`config.mk`:
```
export PLATFORM = sky130hd
export DESIGN_NAME = qpn_prod_lane
export DESIGN_NICKNAME = d
export VERILOG_FILES = /design/src/rtl/core/qpn_pkg.sv /design/src/rtl/core/qpn_prod_lane.sv
export SDC_FILE = /design/constraint.sdc
export NUM_CORES = 2
export LEC_CHECK = 0
export BUFFER_PORTS_ARGS = -buffer_cell sky130_fd_sc_hd__buf_4
export CAP_MARGIN = 10
export CORE_UTILIZATION = 50
export CTS_BUF_LIST = sky130_fd_sc_hd__clkbuf_8
export CTS_CLUSTER_DIAMETER = 100
export CTS_CLUSTER_SIZE = 10
export DETAILED_ROUTE_END_ITERATION = 8
export PLACE_DENSITY_LB_ADDON = 0.25
export RECOVER_POWER = 100
export SLEW_MARGIN = 20
export SYNTH_ARGS = -nofsm -noshare
export SYNTH_HDL_FRONTEND = slang
export SYNTH_SLANG_ARGS = --single-unit
export TNS_END_PERCENT = 20
```
`constraint.sdc`:
```
create_clock -name i_clk -period 7.2 [get_ports i_clk]
set_clock_uncertainty 0.2 [all_clocks]
set_input_delay 0.72 -clock i_clk [delete_from_list [all_inputs] [get_ports i_clk]]
set_output_delay 0.72 -clock i_clk [all_outputs]
set_load 0.02 [all_outputs]
```
`src/rtl/core/qpn_pkg.sv`:
```
// ----------------------------------------------------------------------------
// qpn_pkg
// Shared widths, types and helpers for the quaternion product normalizer.
// ----------------------------------------------------------------------------
package qpn_pkg;

    localparam int FRAC_BITS = 16;
    localparam int LANES     = 4;
    localparam int FIX_W     = 18;
    localparam int TOL_W     = 16;
    localparam int PROD_W    = 2 * FIX_W;
    localparam int RAW_W     = PROD_W + 2;
    localparam int P_W       = RAW_W - FRAC_BITS;
    localparam int SQ_W      = 2 * P_W - 3;
    localparam int SUM_W     = SQ_W + 2;
    localparam int RAD_W     = SUM_W + 1;
    localparam int ROOT_W    = RAD_W / 2;
    localparam int REM_W     = ROOT_W + 2;
    localparam int Q_W       = FRAC_BITS + 1;
    localparam int DEN_W     = ROOT_W + 1;
    localparam int NUM_W     = P_W + Q_W;

    // register levels: product lane, merge, square root, divider
    localparam int PROD_LAT  = 2;
    localparam int MERGE_LAT = 2;
    localparam int DIV_LAT   = Q_W + 2;
    localparam int LAT       = PROD_LAT + MERGE_LAT + ROOT_W + DIV_LAT;

    localparam logic [TOL_W-1:0] TOL_RESET = TOL_W'(7);

    typedef logic signed [FIX_W-1:0] t_fix;
    typedef logic signed [P_W-1:0]   t_p;

    localparam t_fix FIX_MAX = {1'b0, {(FIX_W-1){1'b1}}};
    localparam t_fix FIX_MIN = {1'b1, {(FIX_W-1){1'b0}}};

    // saturate a rounded component to the output range
    function automatic t_fix sat_fix(input t_p v);
        t_fix res;
        if (v > P_W'(FIX_MAX)) begin
            res = FIX_MAX;
        end else if (v < P_W'(FIX_MIN)) begin
            res = FIX_MIN;
        end else begin
            res = v[FIX_W-1:0];
        end
        return res;
    endfunction

endpackage

```
`src/rtl/core/qpn_prod_lane.sv`:
```
// ----------------------------------------------------------------------------
// qpn_prod_lane
// One component of the Hamilton product: four multiplies, signed sum, round.
// ----------------------------------------------------------------------------
module qpn_prod_lane import qpn_pkg::*; #(
    parameter logic [LANES-1:0] NEG_MASK = '0
) (
    input  logic i_clk,
    input  logic i_en,
    input  t_fix i_a [LANES],
    input  t_fix i_b [LANES],
    output t_p   o_p
);

    logic signed [PROD_W-1:0] r_prod [LANES];
    logic signed [RAW_W-1:0]  w_raw;
    t_p                       r_p;

    // multiply each term pair
    always_ff @(posedge i_clk) begin
        if (i_en) begin
            for (int k = 0; k < LANES; k++) begin
                r_prod[k] <= PROD_W'(i_a[k]) * PROD_W'(i_b[k]);
            end
        end
    end

    // add the terms with their signs, then round half up
    always_comb begin
        w_raw = RAW_W'(1) <<< (FRAC_BITS - 1);
        for (int k = 0; k < LANES; k++) begin
            if (NEG_MASK[k]) begin
                w_raw = w_raw - RAW_W'(r_prod[k]);
            end else begin
                w_raw = w_raw + RAW_W'(r_prod[k]);
            end
        end
    end

    always_ff @(posedge i_clk) begin
        if (i_en) begin
            r_p <= w_raw[RAW_W-1:FRAC_BITS];
        end
    end

    assign o_p = r_p;

endmodule

```
# Word level (Yosys, flattened, before mapping)
# Memory sizes are Yosys's and may differ from the RTL's.
# Index checks and enable logic that the tools add are counted.
# totals
wordCells	12
ff_bits	22
output_inout_bits	22
mem_bits_rw	144
memories	1
in_bits	146
# classes
add_sub_neg	4
muxes	2
multipliers	4
# memory_table
memory	depth	word_bits	read_ports	rd_clocked_by_memory_dff	wr	line_no	rtl
r_prod	4	36	4	0	4	qpn_prod_lane.sv:15	logic signed [PROD_W-1:0] r_prod [LANES];
# op_table
op	count
$mul 18x18->36	4
$add 38x36->38	2
$add 37x36->38	1
$add 17x36->37 const A	1
$mux 1	2

# Longest topological paths before layout
# depth
word_depth	4
ltp_mapped	27
mapped_depth_nobuf	25

# Worst setup path after synthesis
# Ideal clock, no wire load.
# synth_timing
path_kind	input to register
start	input i_b[27] (netlist bit)
end	memory r_prod[2][35] (netlist bit), data pin
path_buffers	2
stages	25
required_ns	6.742
setup_slack_ns	0.111
arrival_time_ns	6.631
setup_ns	0.258
cell_sequence	clkbuf_1 -> clkbuf_1 -> nand2_1 -> fa_1 -> inv_1 -> fa_1 -> inv_1 -> fa_1 -> inv_1 -> fa_1 -> fa_1 -> inv_1 -> fa_1 -> inv_1 -> ha_1 -> o21a_1 -> o21ai_1 -> a21oi_1 -> and3_1 -> a221oi_4 -> o211ai_1 -> a211o_1 -> a221o_1 -> a21oi_2 -> xnor2_1
# synth_rtl
item	line_no	rtl
start: declaration	qpn_prod_lane.sv:11	input t_fix i_b [LANES],
end: declaration	qpn_prod_lane.sv:15	

==> metrics.yaml <==
worst_setup_path:
  start_kind: "input port"
  arrival_ns: 6.89
  crit_type: "input port to flip-flop"
  cp_data_required_time_ns: 7.26
  cp_max_fo: 5
  endpoint_kind: "flip-flop"
yosys:
  synth_top_area_share: 0.4956
  netlist_area_sq_um: 56070
  syn_inst: 5747
  synth_nets: 7722
  seq_area_frac_synth: 0.08891
  ys_top_cells_by_area: "fa_1 (50%), inv_1 (10%), ha_1 (9.8%)"
  async_flop_share: 0
  ys_warn_count: 0
  synth_edf_count: 166
  yosys_register_bits: 166
  synth_common_cells: "inv_1 (1517), fa_1 (1388), and2_1 (640)"
  synthFlopType: "edfxtp_1"
  syn_avg_cell_area_sq_um: 9.756
  synth_most_common_cell: "inv_1"
  synth_top_area_cell: "fa_1"
  synth.distinct_cells: 60
routing:
  avgRoutedWirePerCell_um: 17.72
  drcViolationCount: 0
  postRouteAntennaNets: 0
  dr_total_vias: 38150
  wl_um: 131900
  initialDrtViolationCount: 2143
  dr.pass1.iters: 7
  via_per_inst: 5.125
clock_network:
  cts.sinks: 166
  cts_setup_buffers: 0
  cts_tree: "yes"
  cts_resized: 0
  htreeDepth: 4
  clock_path_buffers: 2
  cts_buffers: 17
  ctsHoldBuffers: 0
  insertion_delay_ns: 0.50
  cts-root-buf: "clkbuf_8"
  path_clk_slew_ns: 0.11
sta:
  hold_viol: 0
  period_minus_slack_ns: 6.829
  rsz0062_at_grt: "no"
  setup_tns_ns: 0
  setup_viol_count_final: 0
  tightestPinTransition_ns: 4.905
  max-slew-margin-rel: -2.270
  fmax_mhz: 146.4
  finalMaxSlewViolations: 169
  final.period_utilization: 0.9485
floorplan:
  row_count: 122
  die_h_um: 336.9
  dieArea_sq_um: 113500
  start_util: 0.5052
  core_area_sq_um: 111000
  die_w_um: 336.9
  top_level_ports: 168
cells_and_area:
  layout-drive-gt1-share: 0.05928
  fillers: 10100
  nets: 7917
  syn2layout_area_growth_pct: 7.313
  fin_area_sq_um: 60170
  finalNonFillerCells: 7444
run_status:
  status: "finished with violations"
  violations: "max-capacitance violations, max-slew violations"
global_route:
  grt_pass1_wl_um: 221500
  track_usage: 0.2492
  grt_start_max_net_pins: 90
  antenna_found_initial: 1
  gr-total-overflow: 0
  first_global_vias: 42530
min_path:
  hold_path.class: "input port to flip-flop"
place:
  dpl_cell_area_sq_um: 59920
  placed_cells: 7411
  hpwl_um: 113600
  numPortBuffers: 167
  gp_congestion: 0.8715
run:
  max-cap-violations: 2
[stage by stage]
stage          hold WS (ns)  utilization  setup slack (ns)
6_report             0.4979       0.5422            0.3708
5_1_grt              0.4885       0.5421            0.1314
4_1_cts              0.4374       0.5437            0.5447
3_5_place_dp         0.8031       0.5400          -0.01315
3_3_place_gp         0.8316       0.5400           0.04048
2_1_floorplan        0.6325            -            0.1112
[final cells by class]
class / count / area [sq um] / area share
Antenna cell: 1 / 2.502 / 0.00004159
Sequential cell: 166 / 4985 / 0.08285
Tap cell: 1488 / 1862 / 0.03094
Multi-Input combinational cell: 3889 / 44720 / 0.7433
Inverter: 1517 / 5694 / 0.09464
Timing Repair Buffer: 351 / 2487 / 0.04134
Clock inverter: 15 / 180.2 / 0.002995
Clock buffer: 17 / 234.0 / 0.003889
[flip-flops by register name (all words and copies together) (netlist names)]
register  count
r_prod      144
o_p          22
[layout by cell type (no fill, tap or decap), types with 18 or more instances in the layout]
master and n:
xor2_1 27, xnor2_1 134, nand2b_1 30, a21oi_1 114
o21a_1 32, nand3_1 20, ha_1 441, nor3_1 22
and2_1 623, o21bai_1 18, fa_1 1388, buf_4 302
nor2_1 136, a21o_1 60, nand2_1 639, inv_1 1517
edfxtp_1 166, o21ai_0 66, clkbuf_1 42
[logic make-up after synthesis]
logic type                 share of synthesized area
DFF                                          0.08891
adders and majority gates                     0.5940
and+or+nand+nor                               0.1348
AOI/OAI and AO/OA                            0.04383
xor gates and xnor gates                     0.02515
buffers and inverters                         0.1133
[worst max-delay path, cell delays in order]
cell and delay, ns:
clkbuf_1 0.25, buf_4 0.20, nand2_1 0.07, fa_1 0.51
fa_1 0.46, fa_1 0.45, fa_1 0.50, inv_1 0.06
fa_1 0.55, inv_1 0.06, fa_1 0.48, inv_1 0.04
ha_1 0.27, and2_0 0.19, a221o_1 0.32, a221o_1 0.37
o21bai_1 0.17, o21ai_0 0.27, o22ai_1 0.23, a211oi_2 0.33
o31ai_1 0.13, a21oi_1 0.18, xnor2_1 0.08
[path summary, 6_finish.rpt]
kind	from	end	slack [ns]	cells after the start
hold / removal	i_b[0]	r_prod[3][0]$_DFFE_PP_	0.50	2
setup reg to reg	r_prod[0][14]$_DFFE_PP_	o_p[15]$_DFFE_PP_	2.22	14
hold reg to reg	r_prod[1][15]$_DFFE_PP_	o_p[0]$_DFFE_PP_	0.84	3
setup / recovery	i_a[62]	r_prod[0][35]$_DFFE_PP_	0.37	23
[per-layer routing]
metal	track usage	part of all wire
met2	0.4349	0.51
met5	0	0
met4	0.05551	0.022
met1	0.3378	0.43
met3	0.02191	0.045
Power is left out: the tool's default activity adds up to more than one toggle a clock period on the data nets, which glitch-free logic cannot reach.
