### src/rtl/core/qpn_pkg.sv
// ----------------------------------------------------------------------------
// qpn_pkg
// Shared widths, types and helpers for the quaternion product normalizer.
// ----------------------------------------------------------------------------
package qpn_pkg;

    localparam int FRAC_BITS = 16;
    localparam int LANES     = 4;
    localparam int FIX_W     = 18;
    localparam int TOL_W     = 16;
    localparam int PROD_W    = 2 * FIX_W;
    localparam int RAW_W     = PROD_W + 2;
    localparam int P_W       = RAW_W - FRAC_BITS;
    localparam int SQ_W      = 2 * P_W - 3;
    localparam int SUM_W     = SQ_W + 2;
    localparam int RAD_W     = SUM_W + 1;
    localparam int ROOT_W    = RAD_W / 2;
    localparam int REM_W     = ROOT_W + 2;
    localparam int Q_W       = FRAC_BITS + 1;
    localparam int DEN_W     = ROOT_W + 1;
    localparam int NUM_W     = P_W + Q_W;

    // register levels: product lane, merge, square root, divider
    localparam int PROD_LAT  = 2;
    localparam int MERGE_LAT = 2;
    localparam int DIV_LAT   = Q_W + 2;
    localparam int LAT       = PROD_LAT + MERGE_LAT + ROOT_W + DIV_LAT;

    localparam logic [TOL_W-1:0] TOL_RESET = TOL_W'(7);

    typedef logic signed [FIX_W-1:0] t_fix;
    typedef logic signed [P_W-1:0]   t_p;

    localparam t_fix FIX_MAX = {1'b0, {(FIX_W-1){1'b1}}};
    localparam t_fix FIX_MIN = {1'b1, {(FIX_W-1){1'b0}}};

    // saturate a rounded component to the output range
    function automatic t_fix sat_fix(input t_p v);
        t_fix res;
        if (v > P_W'(FIX_MAX)) begin
            res = FIX_MAX;
        end else if (v < P_W'(FIX_MIN)) begin
            res = FIX_MIN;
        end else begin
            res = v[FIX_W-1:0];
        end
        return res;
    endfunction

endpackage

### src/rtl/core/qpn_merge.sv
// ----------------------------------------------------------------------------
// qpn_merge
// Combine the lanes: sum of squares and the skip decision against tolerance.
// ----------------------------------------------------------------------------
module qpn_merge import qpn_pkg::*; (
    input  logic             i_clk,
    input  logic             i_en,
    input  t_p               i_p [LANES],
    input  logic [TOL_W-1:0] i_tol,
    output t_p               o_p [LANES],
    output logic [SUM_W-1:0] o_sum,
    output logic             o_bypass
);

    logic signed [2*P_W-1:0] w_sq [LANES];
    logic [SQ_W-1:0]         r_sq [LANES];
    t_p                      r_p3 [LANES];
    t_p                      r_p4 [LANES];
    logic [SUM_W-1:0]        w_sum;
    logic [SUM_W-1:0]        w_one;
    logic [SUM_W-1:0]        w_tol;
    logic [SUM_W-1:0]        w_diff;
    logic [SUM_W-1:0]        r_sum;
    logic                    r_bypass;

    // square each component
    always_comb begin
        for (int k = 0; k < LANES; k++) begin
            w_sq[k] = (2*P_W)'(i_p[k]) * (2*P_W)'(i_p[k]);
        end
    end

    always_ff @(posedge i_clk) begin
        if (i_en) begin
            for (int k = 0; k < LANES; k++) begin
                r_sq[k] <= w_sq[k][SQ_W-1:0];
                r_p3[k] <= i_p[k];
            end
        end
    end

    // sum the squares and measure the distance from one
    always_comb begin
        w_sum = '0;
        for (int k = 0; k < LANES; k++) begin
            w_sum = w_sum + SUM_W'(r_sq[k]);
        end
        w_one  = SUM_W'(1) << (2 * FRAC_BITS);
        w_tol  = SUM_W'(i_tol) << (2 * FRAC_BITS - TOL_W);
        w_diff = (w_sum > w_one) ? (w_sum - w_one) : (w_one - w_sum);
    end

    always_ff @(posedge i_clk) begin
        if (i_en) begin
            r_sum    <= w_sum;
            r_bypass <= (w_diff < w_tol) || (w_sum == '0);
            r_p4     <= r_p3;
        end
    end

    assign o_p      = r_p4;
    assign o_sum    = r_sum;
    assign o_bypass = r_bypass;

endmodule

### config.mk
export PLATFORM = sky130hd
export DESIGN_NAME = qpn_merge
export DESIGN_NICKNAME = d
export VERILOG_FILES = /design/src/rtl/core/qpn_pkg.sv /design/src/rtl/core/qpn_merge.sv
export SDC_FILE = /design/constraint.sdc
export NUM_CORES = 2
export LEC_CHECK = 0
export ABC_AREA = 1
export BUFFER_PORTS_ARGS = -buffer_cell sky130_fd_sc_hd__buf_2
export CAP_MARGIN = 10
export CORE_MARGIN = 3
export CORE_UTILIZATION = 67
export CTS_BUF_LIST = sky130_fd_sc_hd__clkbuf_2 sky130_fd_sc_hd__clkbuf_4 sky130_fd_sc_hd__clkbuf_8
export CTS_CLUSTER_SIZE = 40
export DETAILED_ROUTE_END_ITERATION = 8
export PLACE_DENSITY = 0.85
export SLEW_MARGIN = 40
export SYNTH_ARGS = -nofsm -noshare
export SYNTH_HDL_FRONTEND = slang
export SYNTH_SLANG_ARGS = --single-unit
### constraint.sdc
create_clock -name i_clk -period 9.2 [get_ports i_clk]
set_clock_uncertainty 0.05 [all_clocks]
set_input_delay 0.46 -clock i_clk [delete_from_list [all_inputs] [get_ports i_clk]]
set_output_delay 0.46 -clock i_clk [all_outputs]
set_load 0.03 [all_outputs]
**Word-level counts from Yosys, hierarchy flattened**

Memories as Yosys holds them, arrays and structs flattened.
Cells that the tools add are included.

- Add/subtract/negate cells: 5
- Multiply operators: 4
- Div/mod/pow operators: 0
- Order comparisons: 2
- Equality and inequality tests: 0
- Shift operators: 0
- Mux-type cells: 3
- Bitwise logic cells: 0
- Reductions and logical operators: 2

Operators by type and width:

| operator | number |
|---|---|
| multiplier 22 x 22 -> 41 bit | 4 |
| adder 42 x 41 -> 43 bit | 1 |
| adder 43 x 41 -> 43 bit | 1 |
| > comparator 43 x 33 -> 1 bit (second input constant) | 1 |
| zero test 43 bit | 1 |
| less-than comparator 43 x 32 -> 1 bit | 1 |
| two-way mux 43 bit | 1 |
| subtractor 33 x 43 -> 43 bit (first input constant) | 1 |
| subtractor 43 x 33 -> 43 bit (second input constant) | 1 |
| adder 41 x 41 -> 42 bit | 1 |
| two-way mux 1 bit | 2 |
| logical OR 1 bit | 1 |

- Bits in registers: 220
- Bits in latches: 0
- Memory bits (writable): 164
- ROM bits: 0
- Input bits: 106
- Output and inout bits: 132
- Word-level logic and storage cells: 27
- Memories kept: 1

Memories:

| memory | words | bits a word | rd ports | clocked after memory_dff | write ports | line | source |
|---|---|---|---|---|---|---|---|
| r_sq | 4 | 41 | 4 | 0 | 4 | qpn_merge.sv:16 | `logic [SQ_W-1:0] r_sq [LANES];` |

**Logic depth before layout (Yosys ltp)**

An unclocked memory read counts as a cell.

- Depth after elaboration: 8
- Depth in mapped cells: 40
- Gate-level depth less buffers: 38

**Worst setup path after synthesis**

Ideal clock, no wire load.

- Kind: in2reg
- Start point: in i_p[46] in the netlist's numbering
- End point: mem r_sq[1][35] in the netlist's numbering (data pin)
- Library setup time: 0.259 ns
- Data arrival time: 6.809 ns
- Required time: 8.891 ns
- Slack: 2.082 ns
- Stages on the path: 28
- Buffers on the path: 2
- Cells stage by stage: clkbuf_1 -> buf_1 -> nand2_1 -> fa_1 -> fa_1 -> inv_1 -> fa_1 -> inv_1 -> fa_1 -> fa_1 -> inv_1 -> fa_1 -> fa_1 -> ha_1 -> a21oi_1 -> o21ai_0 -> a21oi_1 -> o21ai_0 -> a21oi_1 -> inv_1 -> a21oi_1 -> inv_1 -> a21oi_1 -> o21ai_0 -> a21o_1 -> nand2_1 -> nand2_1 -> xor2_1

RTL lines:

| what | line | source |
|---|---|---|
| start, declared | qpn_merge.sv:8 | `input t_p i_p [LANES],` |
| end, declared | qpn_merge.sv:16 |  |

==> run summary <==
Routability congestion estimate from global placement - 0.977
CP Class - input pin to flop
Share of Yosys cell area claimed by the top area cell type - 45.5%
Unique cell type count in the Yosys netlist - 53
Placed cells - 10200
Num CTS Buffers - 72
Maximum fanout along the worst path - 14
Initial antenna violation count - 4
Clk pin slew, worst setup/hold paths - 0.06 ns
Max-Cap Viols - 0
Area contributors post-synth - fa_1 46%, edfxtp_1 14%, inv_1 13%
Avg WL per Cell - 18.9 um
Number of synthesized flops with an enable pin - 376
Most common cell in the netlist - inv_1
Yosys reg bits - 376
Main synth FF type - edfxtp_1
Outcome - finished clean
Top sig layer - met5
Post-Route M1 WL - 72900 um
Dpl hpwl - 163000 um
Synth area leader - fa_1
Post-synth ARST share - 0%
Initial Util - 67.6%
Crit. End Element - flop
WL met3 - 16400 um
Worst Path Required - 9.63 ns
Largest net degree at the start of global routing - 92
Total GRT Usage - 33.7%
Hold crit path type - input pin to flop
Num Clock Sinks - 376
Cells after Synth - 8634
FMAX - 132 MHz
Crit start category - input pin
Height of the die - 351 um
Final setup vio count - 0
I/O Pins - 238
Final slew viol count - 0
Total grt overflow - 0
Hold slack - 0.163 ns
Register area share after synthesis - 14.1%
TritonCTS clock tree - yes
Core area - 118000 sq um
Syn Std Cell Area - 79800 sq um
RSZ-0062 raised after global routing - false
Final min period - 7.58 ns
Area after DPL - 82400 sq um
Hold Fails Final Rpt - 0
Final wirelength - 196000 um
Post-route cell area - 84000 sq um
# fillers - 8566
Synth cell count leaders - 2868 x inv_1, 1816 x fa_1, 1588 x nand2_1
Syn Area/Cell - 9.25 sq um
Largest stage delay on the critical path - 0.55 ns
Root Driver - clkbuf_8
Vias in the first global route - 62900
Area Growth Syn to Fin - 5.17%
H-tree depth - 3
Antenna Nets Post-Route - 0
Layout net count - 11300
FF-to-FF setup slack - 2.94 ns
Routed vias - 56300
First-pass GRT wire length - 320000 um
Clk buf depth - 3
Final setup TNS - 0 ns
Resize count post-CTS - 0
Fraction of layout instances using a drive strength above 1 - 5.29%
Finished Layout Cells - 10400
Relative slew slack - 47.0%
CP max stage cell - dlygate4sd3_1
Clk Latency, worst-skew pair - 0.75 ns
Row count - 126
Die width - 351 um
Vias per cell - 5.42
Die Footprint - 123000 sq um
# port buffers - 237
Initial drt markers - 4072
Final period utilization - 82.4%
Worst Tran Pin Value - 0.795 ns
Drt pass-1 iters - 6
YS warnings - 0
Arrival time at the worst endpoint - 8.00 ns
Residual DRC - 0
Met2 WL - 96700 um
worst max-delay path, delay by kind of cell:
family | cells | cell delay [ns]
compound gates | 9 | 1.85
xor+xnor | 1 | 0.14
fa+ha+maj | 8 | 3.77
buf+inv | 10 | 1.53
simple gates | 3 | 0.23
layer usage:
metal / vias to the layer above / GRT usage (%)
li1: 25000 / -
met1: 28200 / 42.8
met2: 2465 / 56.8
met3: 661 / 5.86
met4: 4 / 15.5
met5: - / 0
stage by stage:
step	worst slack, ns	util [%]
2_1_floorplan	2.08	-
3_3_place_gp	1.40	69.7
3_5_place_dp	1.24	69.7
4_1_cts	1.80	71.1
5_1_grt	1.23	71.1
6_report	1.62	71.1
layout make-up:
| class | instances | area [sq um] | area share, % |
|---|---|---|---|
| inverters | 2879 | 10800 | 12.9 |
| clock buffers | 89 | 1120 | 1.33 |
| diodes | 6 | 15.0 | 0.0179 |
| flip-flops and latches | 376 | 11300 | 13.4 |
| well taps | 1536 | 1920 | 2.29 |
| repair buffers | 249 | 1310 | 1.56 |
| multi-input cells | 5194 | 57000 | 67.9 |
| clock inverters | 44 | 465 | 0.554 |
logic make-up after synthesis:
| logic type | Yosys count | synth area share (%) |
|---|---|---|
| AO/OA/AOI/OAI | 416 | 2.89 |
| XOR/XNOR | 276 | 3.03 |
| adder cells (fa/ha/maj) | 2417 | 55.0 |
| buffers and inverters | 3066 | 14.4 |
| flip-flops | 376 | 14.1 |
| other | 2 | 0.00941 |
| AND/OR/NAND/NOR | 2081 | 10.5 |
repair_timing:
item | 4_1_cts | 5_1_grt
setup buffers | 0 | 0
hold endpoints to repair | 1 | 0
hold buffers | 1 | 0
layout by cell type (no fill, tap or decap), types with 6 or more instances in the layout:
master,count
buf_4,7
o21bai_1,10
inv_2,8
or2_2,31
clkbuf_4,17
nor2_1,233
a31oi_1,20
nor3_1,15
nand2_1,1588
a21o_1,12
nor2_4,6
a21oi_1,226
fa_1,1815
ha_1,601
o21ai_0,95
nand3_1,104
clkinvlp_4,8
o21a_1,13
edfxtp_1,376
o211ai_1,8
nand3_2,7
nand2_2,33
buf_2,236
nand3b_1,12
clkbuf_8,72
diode_2,6
xnor2_1,116
xor2_1,160
bufinv_16,8
clkinv_1,19
nor2_2,11
inv_1,2868
nand4_1,26
flip-flops by register name, summed over array words and instances (netlist names):
register and cells:
o_bypass 1, o_p 88, o_sum 43, r_p3 88, r_sq 156
worst paths after layout:
kind	start	endpoint	cells past startpoint
worst max-delay path	i_p[55]	r_sq[1][35]	31
worst max register to register	r_p3[0]	o_bypass	36
worst min-delay path	i_p[33]	r_p3[33]	1
worst min register to register	r_p3[87]	o_p[87]	0
Power is not shown: default switching activity piles up to over one toggle a cycle in this logic, so the estimate is an artifact.
