**src/rtl/core/qpn_pkg.sv**
```systemverilog
// ----------------------------------------------------------------------------
// qpn_pkg
// Shared widths, types and helpers for the quaternion product normalizer.
// ----------------------------------------------------------------------------
package qpn_pkg;

    localparam int FRAC_BITS = 16;
    localparam int LANES     = 4;
    localparam int FIX_W     = 18;
    localparam int TOL_W     = 16;
    localparam int PROD_W    = 2 * FIX_W;
    localparam int RAW_W     = PROD_W + 2;
    localparam int P_W       = RAW_W - FRAC_BITS;
    localparam int SQ_W      = 2 * P_W - 3;
    localparam int SUM_W     = SQ_W + 2;
    localparam int RAD_W     = SUM_W + 1;
    localparam int ROOT_W    = RAD_W / 2;
    localparam int REM_W     = ROOT_W + 2;
    localparam int Q_W       = FRAC_BITS + 1;
    localparam int DEN_W     = ROOT_W + 1;
    localparam int NUM_W     = P_W + Q_W;

    // register levels: product lane, merge, square root, divider
    localparam int PROD_LAT  = 2;
    localparam int MERGE_LAT = 2;
    localparam int DIV_LAT   = Q_W + 2;
    localparam int LAT       = PROD_LAT + MERGE_LAT + ROOT_W + DIV_LAT;

    localparam logic [TOL_W-1:0] TOL_RESET = TOL_W'(7);

    typedef logic signed [FIX_W-1:0] t_fix;
    typedef logic signed [P_W-1:0]   t_p;

    localparam t_fix FIX_MAX = {1'b0, {(FIX_W-1){1'b1}}};
    localparam t_fix FIX_MIN = {1'b1, {(FIX_W-1){1'b0}}};

    // saturate a rounded component to the output range
    function automatic t_fix sat_fix(input t_p v);
        t_fix res;
        if (v > P_W'(FIX_MAX)) begin
            res = FIX_MAX;
        end else if (v < P_W'(FIX_MIN)) begin
            res = FIX_MIN;
        end else begin
            res = v[FIX_W-1:0];
        end
        return res;
    endfunction

endpackage

```
**src/rtl/core/qpn_div_lane.sv**
```systemverilog
// ----------------------------------------------------------------------------
// qpn_div_lane
// Divide one component by the magnitude, rounded to nearest, one quotient
// bit per stage; select the pass-through value when renormalization is off.
// ----------------------------------------------------------------------------
module qpn_div_lane import qpn_pkg::*; (
    input  logic              i_clk,
    input  logic              i_en,
    input  t_p                i_p,
    input  logic [ROOT_W-1:0] i_mag,
    input  logic              i_bypass,
    output t_fix              o_comp,
    output logic              o_renorm
);

    logic [NUM_W-1:0] w_num;
    logic [P_W-2:0]   w_abs;
    logic [NUM_W-1:0] r_rem  [Q_W+1];
    logic [DEN_W-1:0] r_den  [Q_W+1];
    logic [Q_W-1:0]   r_q    [Q_W+1];
    logic             r_neg  [Q_W+1];
    logic             r_byp  [Q_W+1];
    t_fix             r_pass [Q_W+1];
    logic [NUM_W-1:0] n_rem  [Q_W];
    logic [Q_W-1:0]   n_q    [Q_W];
    t_fix             w_val;
    t_fix             r_comp;
    logic             r_renorm;

    // set up numerator 2*|p|*2^F + mag and denominator 2*mag
    always_comb begin
        w_abs = i_p[P_W-1] ? (P_W-1)'(-i_p) : i_p[P_W-2:0];
        w_num = (NUM_W'(w_abs) << Q_W) + NUM_W'(i_mag);
    end

    always_ff @(posedge i_clk) begin
        if (i_en) begin
            r_rem[0]  <= w_num;
            r_den[0]  <= {i_mag, 1'b0};
            r_q[0]    <= '0;
            r_neg[0]  <= i_p[P_W-1];
            r_byp[0]  <= i_bypass;
            r_pass[0] <= sat_fix(i_p);
        end
    end

    // restoring division steps, most significant quotient bit first
    always_comb begin
        logic [NUM_W-1:0] dsh;
        for (int j = 0; j < Q_W; j++) begin
            dsh = NUM_W'(r_den[j]) << (Q_W - 1 - j);
            if (r_rem[j] >= dsh) begin
                n_rem[j] = r_rem[j] - dsh;
                n_q[j]   = {r_q[j][Q_W-2:0], 1'b1};
            end else begin
                n_rem[j] = r_rem[j];
                n_q[j]   = {r_q[j][Q_W-2:0], 1'b0};
            end
        end
    end

    always_ff @(posedge i_clk) begin
        if (i_en) begin
            for (int j = 0; j < Q_W; j++) begin
                r_rem[j+1]  <= n_rem[j];
                r_den[j+1]  <= r_den[j];
                r_q[j+1]    <= n_q[j];
                r_neg[j+1]  <= r_neg[j];
                r_byp[j+1]  <= r_byp[j];
                r_pass[j+1] <= r_pass[j];
            end
        end
    end

    // apply the sign; the quotient never exceeds one in Q1.16
    always_comb begin
        if (r_neg[Q_W]) begin
            w_val = -FIX_W'(r_q[Q_W]);
        end else begin
            w_val = FIX_W'(r_q[Q_W]);
        end
    end

    always_ff @(posedge i_clk) begin
        if (i_en) begin
            r_comp   <= r_byp[Q_W] ? r_pass[Q_W] : w_val;
            r_renorm <= !r_byp[Q_W];
        end
    end

    assign o_comp   = r_comp;
    assign o_renorm = r_renorm;

endmodule

```
**config.mk**
```make
export PLATFORM = sky130hd
export DESIGN_NAME = qpn_div_lane
export DESIGN_NICKNAME = d
export VERILOG_FILES = /design/src/rtl/core/qpn_pkg.sv /design/src/rtl/core/qpn_div_lane.sv
export SDC_FILE = /design/constraint.sdc
export NUM_CORES = 2
export LEC_CHECK = 0
export BUFFER_PORTS_ARGS = -buffer_cell sky130_fd_sc_hd__buf_2
export CAP_MARGIN = 15
export CORE_MARGIN = 3
export CORE_UTILIZATION = 27
export CTS_BUF_LIST = sky130_fd_sc_hd__clkbuf_4
export CTS_CLUSTER_DIAMETER = 60
export DETAILED_ROUTE_END_ITERATION = 12
export MAX_ROUTING_LAYER = met4
export SYNTH_ARGS = -nofsm -noshare
export SYNTH_HDL_FRONTEND = slang
export SYNTH_SLANG_ARGS = --single-unit
export TNS_END_PERCENT = 100
```
**constraint.sdc**
```tcl
create_clock -name i_clk -period 5.2 [get_ports i_clk]
set_input_delay 0.78 -clock i_clk [delete_from_list [all_inputs] [get_ports i_clk]]
set_output_delay 0.78 -clock i_clk [all_outputs]
set_load 0.02 [all_outputs]
```
After elaboration in Yosys (flattened, before gate mapping) --
Memory sizes are Yosys's and may differ from the RTL's. Cells that the tools add are included.
Word-level totals: input bits 47, memory bits (writable) 1782, output and inout port bits 19, memories 6, logic and storage cells 90, bits in registers 19
Memories:
- r_rem | words 18, bits a word 39, rd ports 17, clocked after Yosys merged registers in 0, wr ports 18, RTL line qpn_div_lane.sv:18 | logic [NUM_W-1:0] r_rem [Q_W+1];
- r_den | words 18, bits a word 23, rd ports 17, clocked after Yosys merged registers in 0, wr ports 18, RTL line qpn_div_lane.sv:19 | logic [DEN_W-1:0] r_den [Q_W+1];
- r_pass | words 18, bits a word 18, rd ports 18, clocked after Yosys merged registers in 0, wr ports 18, RTL line qpn_div_lane.sv:23 | t_fix r_pass [Q_W+1];
- r_q | words 18, bits a word 17, rd ports 18, clocked after Yosys merged registers in 0, wr ports 18, RTL line qpn_div_lane.sv:20 | logic [Q_W-1:0] r_q [Q_W+1];
- r_byp | words 18, bits a word 1, rd ports 18, clocked after Yosys merged registers in 0, wr ports 18, RTL line qpn_div_lane.sv:22 | logic r_byp [Q_W+1];
- r_neg | words 18, bits a word 1, rd ports 18, clocked after Yosys merged registers in 0, wr ports 18, RTL line qpn_div_lane.sv:21 | logic r_neg [Q_W+1];
Operators by class: reductions and logical operators 1, add/subtract/negate cells 20, $lt $le $gt $ge 19, multiplexer cells 42
Operators by type and width (count):
- 2-to-1 mux 39 bit | 17
- 2-to-1 mux 18 bit | 5
- adder 38 x 22 -> 39 bit | 1
- >= comparator 39 x 23 -> 1 bit | 1
- >= comparator 39 x 24 -> 1 bit | 1
- >= comparator 39 x 25 -> 1 bit | 1
- >= comparator 39 x 26 -> 1 bit | 1
- >= comparator 39 x 27 -> 1 bit | 1
- >= comparator 39 x 28 -> 1 bit | 1
- >= comparator 39 x 29 -> 1 bit | 1
- >= comparator 39 x 30 -> 1 bit | 1
- >= comparator 39 x 31 -> 1 bit | 1
- >= comparator 39 x 32 -> 1 bit | 1
- >= comparator 39 x 33 -> 1 bit | 1
- >= comparator 39 x 34 -> 1 bit | 1
- >= comparator 39 x 35 -> 1 bit | 1
- >= comparator 39 x 36 -> 1 bit | 1
- >= comparator 39 x 37 -> 1 bit | 1
- >= comparator 39 x 38 -> 1 bit | 1
- >= comparator 39 bit | 1
- subtractor 39 x 23 -> 39 bit | 1
- subtractor 39 x 24 -> 39 bit | 1
- subtractor 39 x 25 -> 39 bit | 1
- subtractor 39 x 26 -> 39 bit | 1
- other kinds (20) | 38

Logic depth before layout (Yosys ltp) --
depth in word-level cells 4, gate-level depth with buffers 16, gate-level depth less buffers 15

Least setup slack after synthesis --
Ideal clock, no wire load.
path kind input port to flip-flop, from in i_p[21], to mem r_rem[0][37] (netlist name), data pin, required time 4937 ps, library setup time 263 ps, cell stages on the path 16, buffers on the path 3, setup slack 1187 ps, data arrival time 3750 ps, cells stage by stage clkbuf_1 -> clkbuf_1 -> clkbuf_1 -> nand2_1 -> o21ai_0 -> inv_1 -> fa_1 -> nor2b_1 -> o21ai_0 -> a21boi_0 -> o21ai_0 -> nand2b_1 -> nor4_1 -> and3_1 -> nand3_1 -> xor2_1
RTL lines:
- start, declared | RTL line qpn_div_lane.sv:9 | input t_p i_p,
- end, declared | RTL line qpn_div_lane.sv:18

==> results by group <==
Logic synthesis
  – Commonest cells post-synth: edfxtp_1 (1400), inv_1 (470), a21oi_1 (399)
  – Largest cells by area after synthesis: edfxtp_1 (61%), ha_1 (6.9%), xnor2_1 (3.3%), a21oi_1 (2.9%), inv_1 (2.5%)
  – Post-synthesis net count: 6002
  – Synth Instances: 5558
  – Sequential fraction of the synthesis area: 0.607
  – Mean post-synth cell area: 12.5 um2
  – Post-synth top area share: 0.607
  – Most numerous cell in the Yosys netlist: edfxtp_1
  – Synth Flop Type: edfxtp_1
  – Async SR Flop Fraction: 0
  – Synth cell types: 93
  – Cell Area, Synth: 69300 um2
  – Synth area leader: edfxtp_1
  – Number of flops mapped to enable cells by yosys: between 1k and 1.5k
  – Yosys warns: 0
  – Yosys reg bits: 1400

Pwr
  – Worst vdd ir: between 0.2 and 0.25 mV
  – Leakage: 29.8 nW
  – Power per cell area: 493 nW/um2

Place
  – Placer Congestion: 0.925
  – DPL Wire Length: 107000 um
  – Dpl cells: just under 9k
  – IO Port Bufs: between 60 and 70
  – DP Area: 73900 um2

CTS
  – Root Driver: clkbuf_4
  – # H-tree levels: 5
  – CTS Hold Bufs: 47
  – Post-CTS setup buffer count: 0
  – CTS sink count: between 1k and 1.5k
  – Clk buf depth: 4
  – CTS resizes: 0
  – Reg clk slew, reported paths: 0.06 ns
  – CTS Buf Count: 366
  – Later-pin clock latency in the skew report: 1.29 ns
  – TritonCTS clock tree: yes

Die
  – Starting density of the core: 0.272
  – Core area: 255000 um2
  – I/O Pins: 66
  – Chip Width: 513 um
  – Full die area: about 260000 um2
  – Die Y: approximately 510 um
  – Cell Rows: 185

GRT
  – Vias in the first global route: 45.7k
  – Initial antenna violation count: 4
  – GR Util All Layers: 0.113
  – Global-route wire length before repair: 234000 um
  – Largest net degree at the start of global routing: 161
  – Total grt overflow: 0

Setup path
  – R2R Setup Slk: 0.94 ns
  – Critical path's largest stage delay: 0.62 ns
  – Worst EP required: 6.16 ns
  – CP Launch Type: flip-flop
  – WP depth: 14
  – Worst reg2reg startpoint: r_rem[14][3]
  – First element of the critical path: r_rem[14][3]
  – Arrival time of the worst setup path: 5.22 ns
  – Crit path cell chain: inv_1 > ha_1 > inv_1 > fa_1 > a21o_1 > a311o_1 > a211o_1 > a31oi_1 > a21oi_1 > a21oi_4 > inv_4 > o2111ai_1 > nor3_1 > xor2_1
  – Buffer and inverter count on the worst path: 3
  – Worst Path Max Fanout: 26
  – R2R cell count: 14
  – Critical R2R Capture: r_rem[15][28]
  – Crit-path leading delay family: compound AO/OA/AOI/OAI gates
  – Most common cell on crit path: inv_1
  – Worst setup endpoint: r_rem[15][28]
  – CP endpoint kind: flip-flop
  – CP max-delay cell: a21oi_4
  – CP Class: flip-flop to flip-flop

Timing
  – Relative slew slack: 0.241
  – Hold Worst Slack: 0.240 ns
  – Tmin final: between 4 and 5 ns
  – Hold violation total from the final report: 0
  – Worst Max-Slew Pin Slew: 1.14 ns
  – Setup TNS: 0 ns
  – Max Slew Vio Count: 0
  – Fin crit share: 0.818
  – RSZ-0062 raised after global routing: no
  – Clock skew: 0.123 ns
  – F_max: 0.235 GHz
  – Setup violators final: 0

Layout
  – Final Cell Area: 78700 um2
  – P&R area growth vs syn: 13.6%
  – Final nets: between 6k and 7k
  – Non-Filler Instances: about 9.6k
  – Final core occ: 0.309
  – Ratio of cells with drive above 1 in the final layout: 0.133

Hold path
  – Hold/Removal Path Class: primary input to flip-flop

Drt
  – Post-Route WL: between 100000 and 150000 um
  – Initial DRT Pass Iterations: 6
  – DR vias: 44.1k
  – Post-route ant nets: 0
  – DR iter-0 viols: 2586
  – # DRC: 0
  – Number of vias per cell: 4.59
  – Drt wl/cell: between 15 and 20 um

Run
  – Max Cap Viol: 0

Run status
  – Status: finished clean
kinds of logic after synthesis:
family                     synth area share
DFF                                   0.607
and+or+nand+nor                      0.0996
AOI/OAI and AO/OA                     0.113
buffers and inverters                0.0318
xor gates and xnor gates             0.0552
adders and majority gates            0.0735
muxes                                0.0203
per-stage QoR:
stage / setup WS (ns) / total power (W)
2_1_floorplan: 1.19 / 0.0265
4_1_cts: 0.999 / 0.0392
3_3_place_gp: 0.952 / 0.0296
5_1_grt: 0.711 / 0.0417
3_5_place_dp: 0.994 / 0.0299
6_report: 0.945 / 0.0388
cell usage in the layout, fill, tap and decap left out, types with 22 or more instances in the layout:
cell / synthesis / layout
nand3_1: 78 / 78
o31ai_1: 42 / 42
nor2b_1: 66 / 65
o21ai_0: 292 / 292
nand4_1: 76 / 76
xnor2_1: 258 / 258
inv_1: 470 / 470
nand2b_1: 71 / 71
clkbuf_4: 0 / 513
a31oi_1: 30 / 30
nor4_1: 53 / 53
o21a_1: 65 / 65
or4_1: 22 / 22
and3_1: 34 / 34
or3_1: 43 / 43
edfxtp_1: 1400 / 1400
clkinv_1: 0 / 68
xor2_1: 179 / 179
mux2_2: 116 / 116
and2_1: 22 / 22
dlygate4sd3_1: 0 / 47
o21bai_1: 28 / 28
buf_4: 0 / 33
ha_1: 380 / 380
a21o_1: 158 / 158
nand2_1: 351 / 351
a21oi_1: 399 / 398
buf_2: 16 / 64
a211oi_1: 36 / 36
nor3_1: 101 / 100
nor2_1: 350 / 349
area by class of cell:
cell class | count | area (um2)
fillers | 25500 | 176000
flip-flops and latches | 1400 | 42000
multi-input cells | 3579 | 25100
well taps | 3366 | 4210
clock buffers | 513 | 3850
inverters | 473 | 1780
repair buffers | 156 | 1280
clock inverters | 95 | 465
diodes | 10 | 25.0
state kept, by name, summed over array words and instances (netlist names):
register and count:
r_rem 663, r_pass 324, r_den 205, r_q 153, o_comp 18, r_byp 18
r_neg 18, o_renorm 1
layer usage:
metal / up-vias / part of all wire / track usage
li1: 21700 / - / -
met3: 524 / 0.039 / 0.0214
met1: 20700 / 0.39 / 0.115
met5: - / 0 / -
met4: 0 / 0.068 / 0.0782
met2: 1132 / 0.50 / 0.195
power by group:
group | switching [W] | total (W) | internal, W
Clock | 0.00428 | 0.00895 | 0.00467
Sequential | 0.00125 | 0.0166 | 0.0154
Combinational | 0.00745 | 0.0133 | 0.00580
Total | 0.0130 | 0.0388 | 0.0258
worst min-delay path by stage:
stage | from | end | slack, ns | depth (start not counted)
global placement | r_byp[1] | r_byp[2] | 0.40 | 0
finish | i_mag[1] | r_rem[0][1] | 0.24 | 2
detailed placement | r_byp[12] | r_byp[13] | 0.40 | 0
global route | i_mag[1] | r_rem[0][1] | 0.06 | 2
CTS | i_mag[14] | r_rem[0][14] | 0.05 | 2
floorplan | r_byp[9] | r_byp[10] | 0.40 | 0
worst register-to-register path: cells and delay by family, from the launching register on:
kind	cells	cell delay, ns
buffers and inverters	3	0.35
and+or+nand+nor	1	0.11
AOI/OAI and AO/OA	7	2.41
xor gates and xnor gates	1	0.16
DFF	1	0.42
adders and majority gates	2	0.57
Power figures use the tool's default switching activity.
