$ cat src/rtl/core/qpn_pkg.sv
// ----------------------------------------------------------------------------
// qpn_pkg
// Shared widths, types and helpers for the quaternion product normalizer.
// ----------------------------------------------------------------------------
package qpn_pkg;

    localparam int FRAC_BITS = 16;
    localparam int LANES     = 4;
    localparam int FIX_W     = 18;
    localparam int TOL_W     = 16;
    localparam int PROD_W    = 2 * FIX_W;
    localparam int RAW_W     = PROD_W + 2;
    localparam int P_W       = RAW_W - FRAC_BITS;
    localparam int SQ_W      = 2 * P_W - 3;
    localparam int SUM_W     = SQ_W + 2;
    localparam int RAD_W     = SUM_W + 1;
    localparam int ROOT_W    = RAD_W / 2;
    localparam int REM_W     = ROOT_W + 2;
    localparam int Q_W       = FRAC_BITS + 1;
    localparam int DEN_W     = ROOT_W + 1;
    localparam int NUM_W     = P_W + Q_W;

    // register levels: product lane, merge, square root, divider
    localparam int PROD_LAT  = 2;
    localparam int MERGE_LAT = 2;
    localparam int DIV_LAT   = Q_W + 2;
    localparam int LAT       = PROD_LAT + MERGE_LAT + ROOT_W + DIV_LAT;

    localparam logic [TOL_W-1:0] TOL_RESET = TOL_W'(7);

    typedef logic signed [FIX_W-1:0] t_fix;
    typedef logic signed [P_W-1:0]   t_p;

    localparam t_fix FIX_MAX = {1'b0, {(FIX_W-1){1'b1}}};
    localparam t_fix FIX_MIN = {1'b1, {(FIX_W-1){1'b0}}};

    // saturate a rounded component to the output range
    function automatic t_fix sat_fix(input t_p v);
        t_fix res;
        if (v > P_W'(FIX_MAX)) begin
            res = FIX_MAX;
        end else if (v < P_W'(FIX_MIN)) begin
            res = FIX_MIN;
        end else begin
            res = v[FIX_W-1:0];
        end
        return res;
    endfunction

endpackage

$ cat src/rtl/core/qpn_sqrt.sv
// ----------------------------------------------------------------------------
// qpn_sqrt
// Pipelined integer square root, one root bit per stage.
// ----------------------------------------------------------------------------
module qpn_sqrt import qpn_pkg::*; (
    input  logic              i_clk,
    input  logic              i_en,
    input  logic [SUM_W-1:0]  i_sum,
    output logic [ROOT_W-1:0] o_root
);

    logic [REM_W-1:0]  r_rem  [ROOT_W];
    logic [ROOT_W-1:0] r_root [ROOT_W];
    logic [RAD_W-1:0]  r_rad  [ROOT_W];
    logic [REM_W-1:0]  n_rem  [ROOT_W];
    logic [ROOT_W-1:0] n_root [ROOT_W];
    logic [RAD_W-1:0]  n_rad  [ROOT_W];

    // bring down two radicand bits and try the next root bit
    always_comb begin
        logic [REM_W-1:0]  rem_in;
        logic [ROOT_W-1:0] root_in;
        logic [RAD_W-1:0]  rad_in;
        logic [REM_W+1:0]  cur;
        logic [REM_W+1:0]  trial;
        for (int k = 0; k < ROOT_W; k++) begin
            if (k == 0) begin
                rem_in  = '0;
                root_in = '0;
                rad_in  = RAD_W'(i_sum);
            end else begin
                rem_in  = r_rem[k-1];
                root_in = r_root[k-1];
                rad_in  = r_rad[k-1];
            end
            cur   = {rem_in, rad_in[RAD_W-1 -: 2]};
            trial = (REM_W+2)'({root_in, 2'b01});
            if (cur >= trial) begin
                n_rem[k]  = REM_W'(cur - trial);
                n_root[k] = {root_in[ROOT_W-2:0], 1'b1};
            end else begin
                n_rem[k]  = cur[REM_W-1:0];
                n_root[k] = {root_in[ROOT_W-2:0], 1'b0};
            end
            n_rad[k] = rad_in << 2;
        end
    end

    always_ff @(posedge i_clk) begin
        if (i_en) begin
            r_rem  <= n_rem;
            r_root <= n_root;
            r_rad  <= n_rad;
        end
    end

    assign o_root = r_root[ROOT_W-1];

endmodule

$ cat config.mk
export PLATFORM = sky130hd
export DESIGN_NAME = qpn_sqrt
export DESIGN_NICKNAME = d
export VERILOG_FILES = /design/src/rtl/core/qpn_pkg.sv /design/src/rtl/core/qpn_sqrt.sv
export SDC_FILE = /design/constraint.sdc
export NUM_CORES = 2
export LEC_CHECK = 0
export BUFFER_PORTS_ARGS = -buffer_cell sky130_fd_sc_hd__clkbuf_2
export CORE_MARGIN = 4
export CORE_UTILIZATION = 34
export DETAILED_ROUTE_END_ITERATION = 6
export PLACE_DENSITY_LB_ADDON = 0.08
export SYNTH_ARGS = -nofsm -noshare
export SYNTH_HDL_FRONTEND = slang
export SYNTH_SLANG_ARGS = --single-unit
export TNS_END_PERCENT = 5
$ cat constraint.sdc
create_clock -name i_clk -period 3.45 [get_ports i_clk]
set_clock_uncertainty 0.15 [all_clocks]
set_input_delay 1.035 -clock i_clk [delete_from_list [all_inputs] [get_ports i_clk]]
set_output_delay 1.035 -clock i_clk [all_outputs]
set_load 0.01 [all_outputs]
Word level (Yosys, flattened, before mapping)
Cells that the tools add are included.
- register bits after elaboration: 1197
- bits of input ports: 45
- output and inout port bits: 22
- word-level logic and storage cells: 151
- $add $sub $neg: 21
- order comparisons: 22
- multiplexer cells: 43
- operators by type and width (cell ; count):
    2-to-1 mux 24 bit ; 20
    >= comparator 26 x 10 -> 1 bit ; 1
    >= comparator 26 x 11 -> 1 bit ; 1
    >= comparator 26 x 12 -> 1 bit ; 1
    >= comparator 26 x 13 -> 1 bit ; 1
    >= comparator 26 x 14 -> 1 bit ; 1
    >= comparator 26 x 15 -> 1 bit ; 1
    >= comparator 26 x 16 -> 1 bit ; 1
    >= comparator 26 x 17 -> 1 bit ; 1
    >= comparator 26 x 18 -> 1 bit ; 1
    >= comparator 26 x 19 -> 1 bit ; 1
    >= comparator 26 x 20 -> 1 bit ; 1
    >= comparator 26 x 21 -> 1 bit ; 1
    >= comparator 26 x 22 -> 1 bit ; 1
    >= comparator 26 x 23 -> 1 bit ; 1
    >= comparator 26 x 3 -> 1 bit ; 1
    >= comparator 26 x 4 -> 1 bit ; 1
    >= comparator 26 x 5 -> 1 bit ; 1
    >= comparator 26 x 6 -> 1 bit ; 1
    >= comparator 26 x 7 -> 1 bit ; 1
    >= comparator 26 x 8 -> 1 bit ; 1
    >= comparator 26 x 9 -> 1 bit ; 1
    subtractor 24 x 10 -> 24 bit ; 1
    subtractor 24 x 11 -> 24 bit ; 1
    other kinds (21) ; 43

Longest topological paths before layout
- depth in word-level cells: 2
- depth in mapped cells: 13

Worst setup path before layout
No wires, ideal clock.
- path type: register -> register
- from: register r_rem[424] (netlist name)
- to: register r_rem[405] (netlist name) (data pin)
- data arrival time: 2.779 ns
- setup slack: 0.250 ns
- cell stages (with the launch flop): 10
- clock period less this slack: 3.200 ns
- cells stage by stage: edfxtp_1 -> or2_2 -> or4_1 -> or4_1 -> or2_1 -> or4b_1 -> buf_2 -> o211ai_4 -> nor4_1 -> xor2_1
- RTL lines (element ; RTL line ; RTL):
    start: declaration ; qpn_sqrt.sv:12 ; logic [REM_W-1:0] r_rem [ROOT_W];
    start signal: assignment ; qpn_sqrt.sv:51 ; r_rem <= n_rem;

==> tab_implementation.tex <==
\begin{tabular}{lr}
\hline
Metric & Value \\
\hline
\multicolumn{2}{l}{\textbf{Timing}} \\
\quad Final worst path period share & 96.06\% \\
\quad Tightest hold margin & 260.6 ps \\
\quad Setup repair after global routing missed its margin & false \\
\quad Count of endpoints failing hold in the final timing report & 0 \\
\quad Crit path setup slack, layout & 135.9 ps \\
\quad Accumulated negative setup slack & 0 ps \\
\quad Number of max-slew violations in the final report & 0 \\
\quad Total of endpoints with negative setup slack in the final report & 0 \\
\quad Maximum operating frequency & 301.7 MHz \\
\quad Max transition margin & 46.88\% \\
\quad Min Clock Period, post-route & 3314 ps \\
\quad Slew at the pin closest to its max-slew limit & 785.7 ps \\
\multicolumn{2}{l}{\textbf{Finish}} \\
\quad Count of nets after finishing & 4761 \\
\quad Utilization of the core after routing & 39.62\% \\
\quad Area of the multi-input gates & 17490 sq um \\
\quad Synthesis-to-layout area growth & 15.84\% \\
\quad Share of layout cells above drive strength 1 & 10.70\% \\
\quad FF/Latch Area & 35160 sq um \\
\quad Fill count & 14.85k \\
\multicolumn{2}{l}{\textbf{Logic synthesis}} \\
\quad Mapped Area & 54170 sq um \\
\quad Async SR Flop Fraction & 0\% \\
\quad Dominant combinational cell family by area after synthesis & compound AO/OA/AOI/OAI gates \\
\quad Synthesized area per cell & 13.03 sq um \\
\quad Post-synth EDFFs & 1171 \\
\quad Sequential cell area fraction in the yosys report & 64.92\% \\
\quad Syn Inst Count & 4157 \\
\quad Post-synthesis share of cell area spent on full adders, half adders and majority gates & 6.329\% \\
\quad Synthesized net count & 4476 \\
\quad Share of synthesized cell area in and, or, nand and nor gates & 9.471\% \\
\quad Number of distinct library cells after synthesis & 78 \\
\quad Multiplexer share of the synthesized area & 1.063\% \\
\quad Register bit total from synthesis & 1171 \\
\quad Xor/xnor share of the synthesized area & 5.805\% \\
\quad Area fraction in compound gates after synthesis & 9.565\% \\
\quad Most instantiated flip-flop cell in the synthesis netlist & sky130\_fd\_sc\_hd\_\_edfxtp\_1 \\
\quad Warning count from the yosys run & 0 \\
\multicolumn{2}{l}{\textbf{Worst setup path}} \\
\quad Slowest-stage cell, CP & sky130\_fd\_sc\_hd\_\_or4b\_4 \\
\quad Data required time at the worst endpoint & 3810 ps \\
\quad Critical path cell sequence & or2\_2 -> or4\_1 -> or4\_1 -> or2\_1 -> or4b\_4 -> o211ai\_4 -> nor3\_1 -> xor2\_1 \\
\quad Combined buffer and inverter count along the critical path & 0 \\
\quad CP startpoint kind & flip-flop \\
\quad Arrival @ worst endpoint & 3670 ps \\
\quad Largest delay share family, worst path & simple AND/OR/NAND/NOR gates \\
\quad Slowest cell delay on critical path & 570 ps \\
\quad CP Max Fanout & 9 \\
\quad Worst path most repeated cell & sky130\_fd\_sc\_hd\_\_or4\_1 \\
\quad Worst Setup End Kind & flip-flop \\
\quad CP Class & reg2reg \\
\multicolumn{2}{l}{\textbf{Power and ir drop}} \\
\quad Total power per unit cell area & 632.3 nW/um\^{}2 \\
\quad Standby leakage power & 23.99 nW \\
\quad Worst VDD drop & 0.4644 mV \\
\multicolumn{2}{l}{\textbf{Placed design}} \\
\quad Port Buffer Count & 66 \\
\quad Placement-stage worst setup slack & 86.99 ps \\
\quad HPWL Detailed & 77500 um \\
\quad GPL Wtd Cong & 0.8500 \\
\multicolumn{2}{l}{\textbf{Floorplanning}} \\
\quad Initial Utilization & 34.20\% \\
\quad Die Outline Area & 165800 sq um \\
\quad Io pins & 67 \\
\quad Floorplan core area & 158400 sq um \\
\quad Width of the die & 407.1 um \\
\quad Chip height & 407.1 um \\
\quad Core Rows & 146 \\
\multicolumn{2}{l}{\textbf{Global routing}} \\
\quad Congestion Overflow GR & 0 \\
\quad All-Layer GR Usage & 12.89\% \\
\quad Pin count of the biggest net entering global routing & 87 \\
\quad Wire length of the first global-routing pass & 173400 um \\
\quad Antenna violations before repair & 3 \\
\quad Via count of the first global-routing pass & 31.49k \\
\multicolumn{2}{l}{\textbf{Worst hold path}} \\
\quad Path class of the lowest-slack min-delay path & reg2reg \\
\multicolumn{2}{l}{\textbf{Routing}} \\
\quad Routed len/inst & 16.15 um \\
\quad Total wirelength of the detailed-routed design & 106800 um \\
\quad Remaining antenna violation count after routing & 0 \\
\quad Iteration count of the initial detailed-routing pass & 7 \\
\quad Vias after detailed routing & 31.72k \\
\quad DRC violations left & 2 \\
\quad Detailed-route vias per instance & 4.794 \\
\quad 1st-iter DRT viols & 2136 \\
\multicolumn{2}{l}{\textbf{Flow run}} \\
\quad Max-cap violation count & 0 \\
\multicolumn{2}{l}{\textbf{Clock network}} \\
\quad Number of buffers created by CTS & 138 \\
\quad \# hold bufs at CTS & 0 \\
\quad Clock buffer depth & 3 \\
\quad Cell at the root of the clock tree & sky130\_fd\_sc\_hd\_\_clkbuf\_16 \\
\quad Skew-Pair Late Insertion Delay & 760 ps \\
\quad TritonCTS clock tree & done \\
\quad H-tree lvl count & 4 \\
\quad Number of sinks on the clock net & 1171 \\
\quad Post-CTS clock slew at the launch and capture registers of the worst setup and hold paths & 60 ps \\
\multicolumn{2}{l}{\textbf{Outcome}} \\
\quad Violated checks & DRC \\
\quad Result of the run & finished with violations \\
\hline
\end{tabular}
==> sequential cells by signal, indices dropped and copies added, names as in the netlist <==
name	count
r_root	231
r_rad	42
n_rad	420
o_root	22
r_rem	456
==> cells in the final DEF, fill, tap and decap left out, drive strengths merged, types with 19 or more instances in the layout <==
cell	count
nor4	59
a21oi	282
o211ai	19
nand2b	50
nand4	33
o21ai	198
a21o	83
ha	274
xor2	186
nand2	279
o31ai	35
clkbuf	223
a31oi	25
nor2b	38
mux2	44
or3	33
nor2	290
nand3	66
xnor2	173
clkinv	71
buf	155
nor3	96
a211oi	26
edfxtp	1171
o21bai	30
inv	335
o21a	54
or4	31
==> layer usage <==
metal / share of wire [%] / vias up / GRT usage, %
met5: 0 / - / 0
li1: - / 15990 / -
met1: 49 / 15020 / 18.31
met2: 45 / 532 / 19.77
met3: 4.6 / 167 / 2.647
met4: 2.4 / 0 / 4.127
==> cell type report <==
type / instances / share of cell area, %
Sequential cell: 1171 / 56.04
Multi-Input combinational cell: 2577 / 27.88
Clock buffer: 158 / 5.623
Tap cell: 2072 / 4.132
Timing Repair Buffer: 220 / 2.931
Inverter: 334 / 1.998
Clock inverter: 83 / 1.392
Antenna cell: 1 / 0.003988
==> worst register-to-register path: stages, from the launching register on <==
cell and delay (ps):
sky130_fd_sc_hd__edfxtp_1 400, sky130_fd_sc_hd__or2_2 320, sky130_fd_sc_hd__or4_1 420, sky130_fd_sc_hd__or4_1 470, sky130_fd_sc_hd__or2_1 290, sky130_fd_sc_hd__or4b_4 570
sky130_fd_sc_hd__o211ai_4 180, sky130_fd_sc_hd__nor3_1 110, sky130_fd_sc_hd__xor2_1 150
==> what timing repair did <==
action                     CTS  global route
setup buffers                0             2
setup endpoints to repair    0            11
resized for setup            0             4
==> per-stage QoR <==
step	cells	cell area [sq um]	power [mW]
global placement	6372	58310	25.98
global route	6615	62740	42.05
detailed placement	6372	58310	25.99
floorplan	4157	54170	23.57
CTS	6613	62710	40.40
finish	6616	62750	39.67
==> cells by family (layout without fill, tap and decap cells) <==
group / count (synthesis) / count (layout)
xor gates and xnor gates: 359 / 359
AOI/OAI and AO/OA: 837 / 837
DFF: 1171 / 1171
adders and majority gates: 274 / 274
and+or+nand+nor: 1054 / 1054
buffers and inverters: 409 / 795
muxes: 52 / 52
other: 1 / 2
==> power by group <==
group	total [mW]	internal, mW	switching, mW
clock	14.0	8.04	5.95
combinational	6.89	3.05	3.85
sequential	18.8	17.8	1.00
total	39.7	28.9	10.8
==> synthesized netlist by cell type (38+ instances only) <==
library cell                  n  area share, %
sky130_fd_sc_hd__nand3_1     66           0.61
sky130_fd_sc_hd__xnor2_1    173            2.8
sky130_fd_sc_hd__nand2b_1    50           0.58
sky130_fd_sc_hd__clkbuf_1    66           0.46
sky130_fd_sc_hd__nand2_1    279            1.9
sky130_fd_sc_hd__ha_1       274            6.3
sky130_fd_sc_hd__inv_1      330            2.3
sky130_fd_sc_hd__nor3_1      94           0.87
sky130_fd_sc_hd__nor4_1      58           0.67
sky130_fd_sc_hd__mux2_2      44           0.91
sky130_fd_sc_hd__a21o_1      83            1.2
sky130_fd_sc_hd__a21oi_1    282            2.6
sky130_fd_sc_hd__o21ai_0    197            1.8
sky130_fd_sc_hd__nor2_1     290            2.0
sky130_fd_sc_hd__o21a_1      54           0.75
sky130_fd_sc_hd__nor2b_1     38           0.44
sky130_fd_sc_hd__xor2_1     186            3.0
sky130_fd_sc_hd__edfxtp_1  1171             65
==> path summary, 6_finish.rpt <==
| kind | slack (ps) | from | cells past startpoint | endpoint |
|---|---|---|---|---|
| setup / recovery | 140 | r_rem[425]$_DFFE_PP_ | 8 | r_rem[407]$_DFFE_PP_ |
| hold / removal | 260 | n_rad[784]$_DFFE_PP_ | 0 | n_rad[742]$_DFFE_PP_ |
| setup reg to reg | 140 | r_rem[425]$_DFFE_PP_ | 8 | r_rem[407]$_DFFE_PP_ |
| hold reg to reg | 260 | n_rad[784]$_DFFE_PP_ | 0 | n_rad[742]$_DFFE_PP_ |
No activity file was read; power rests on OpenSTA's default activity.
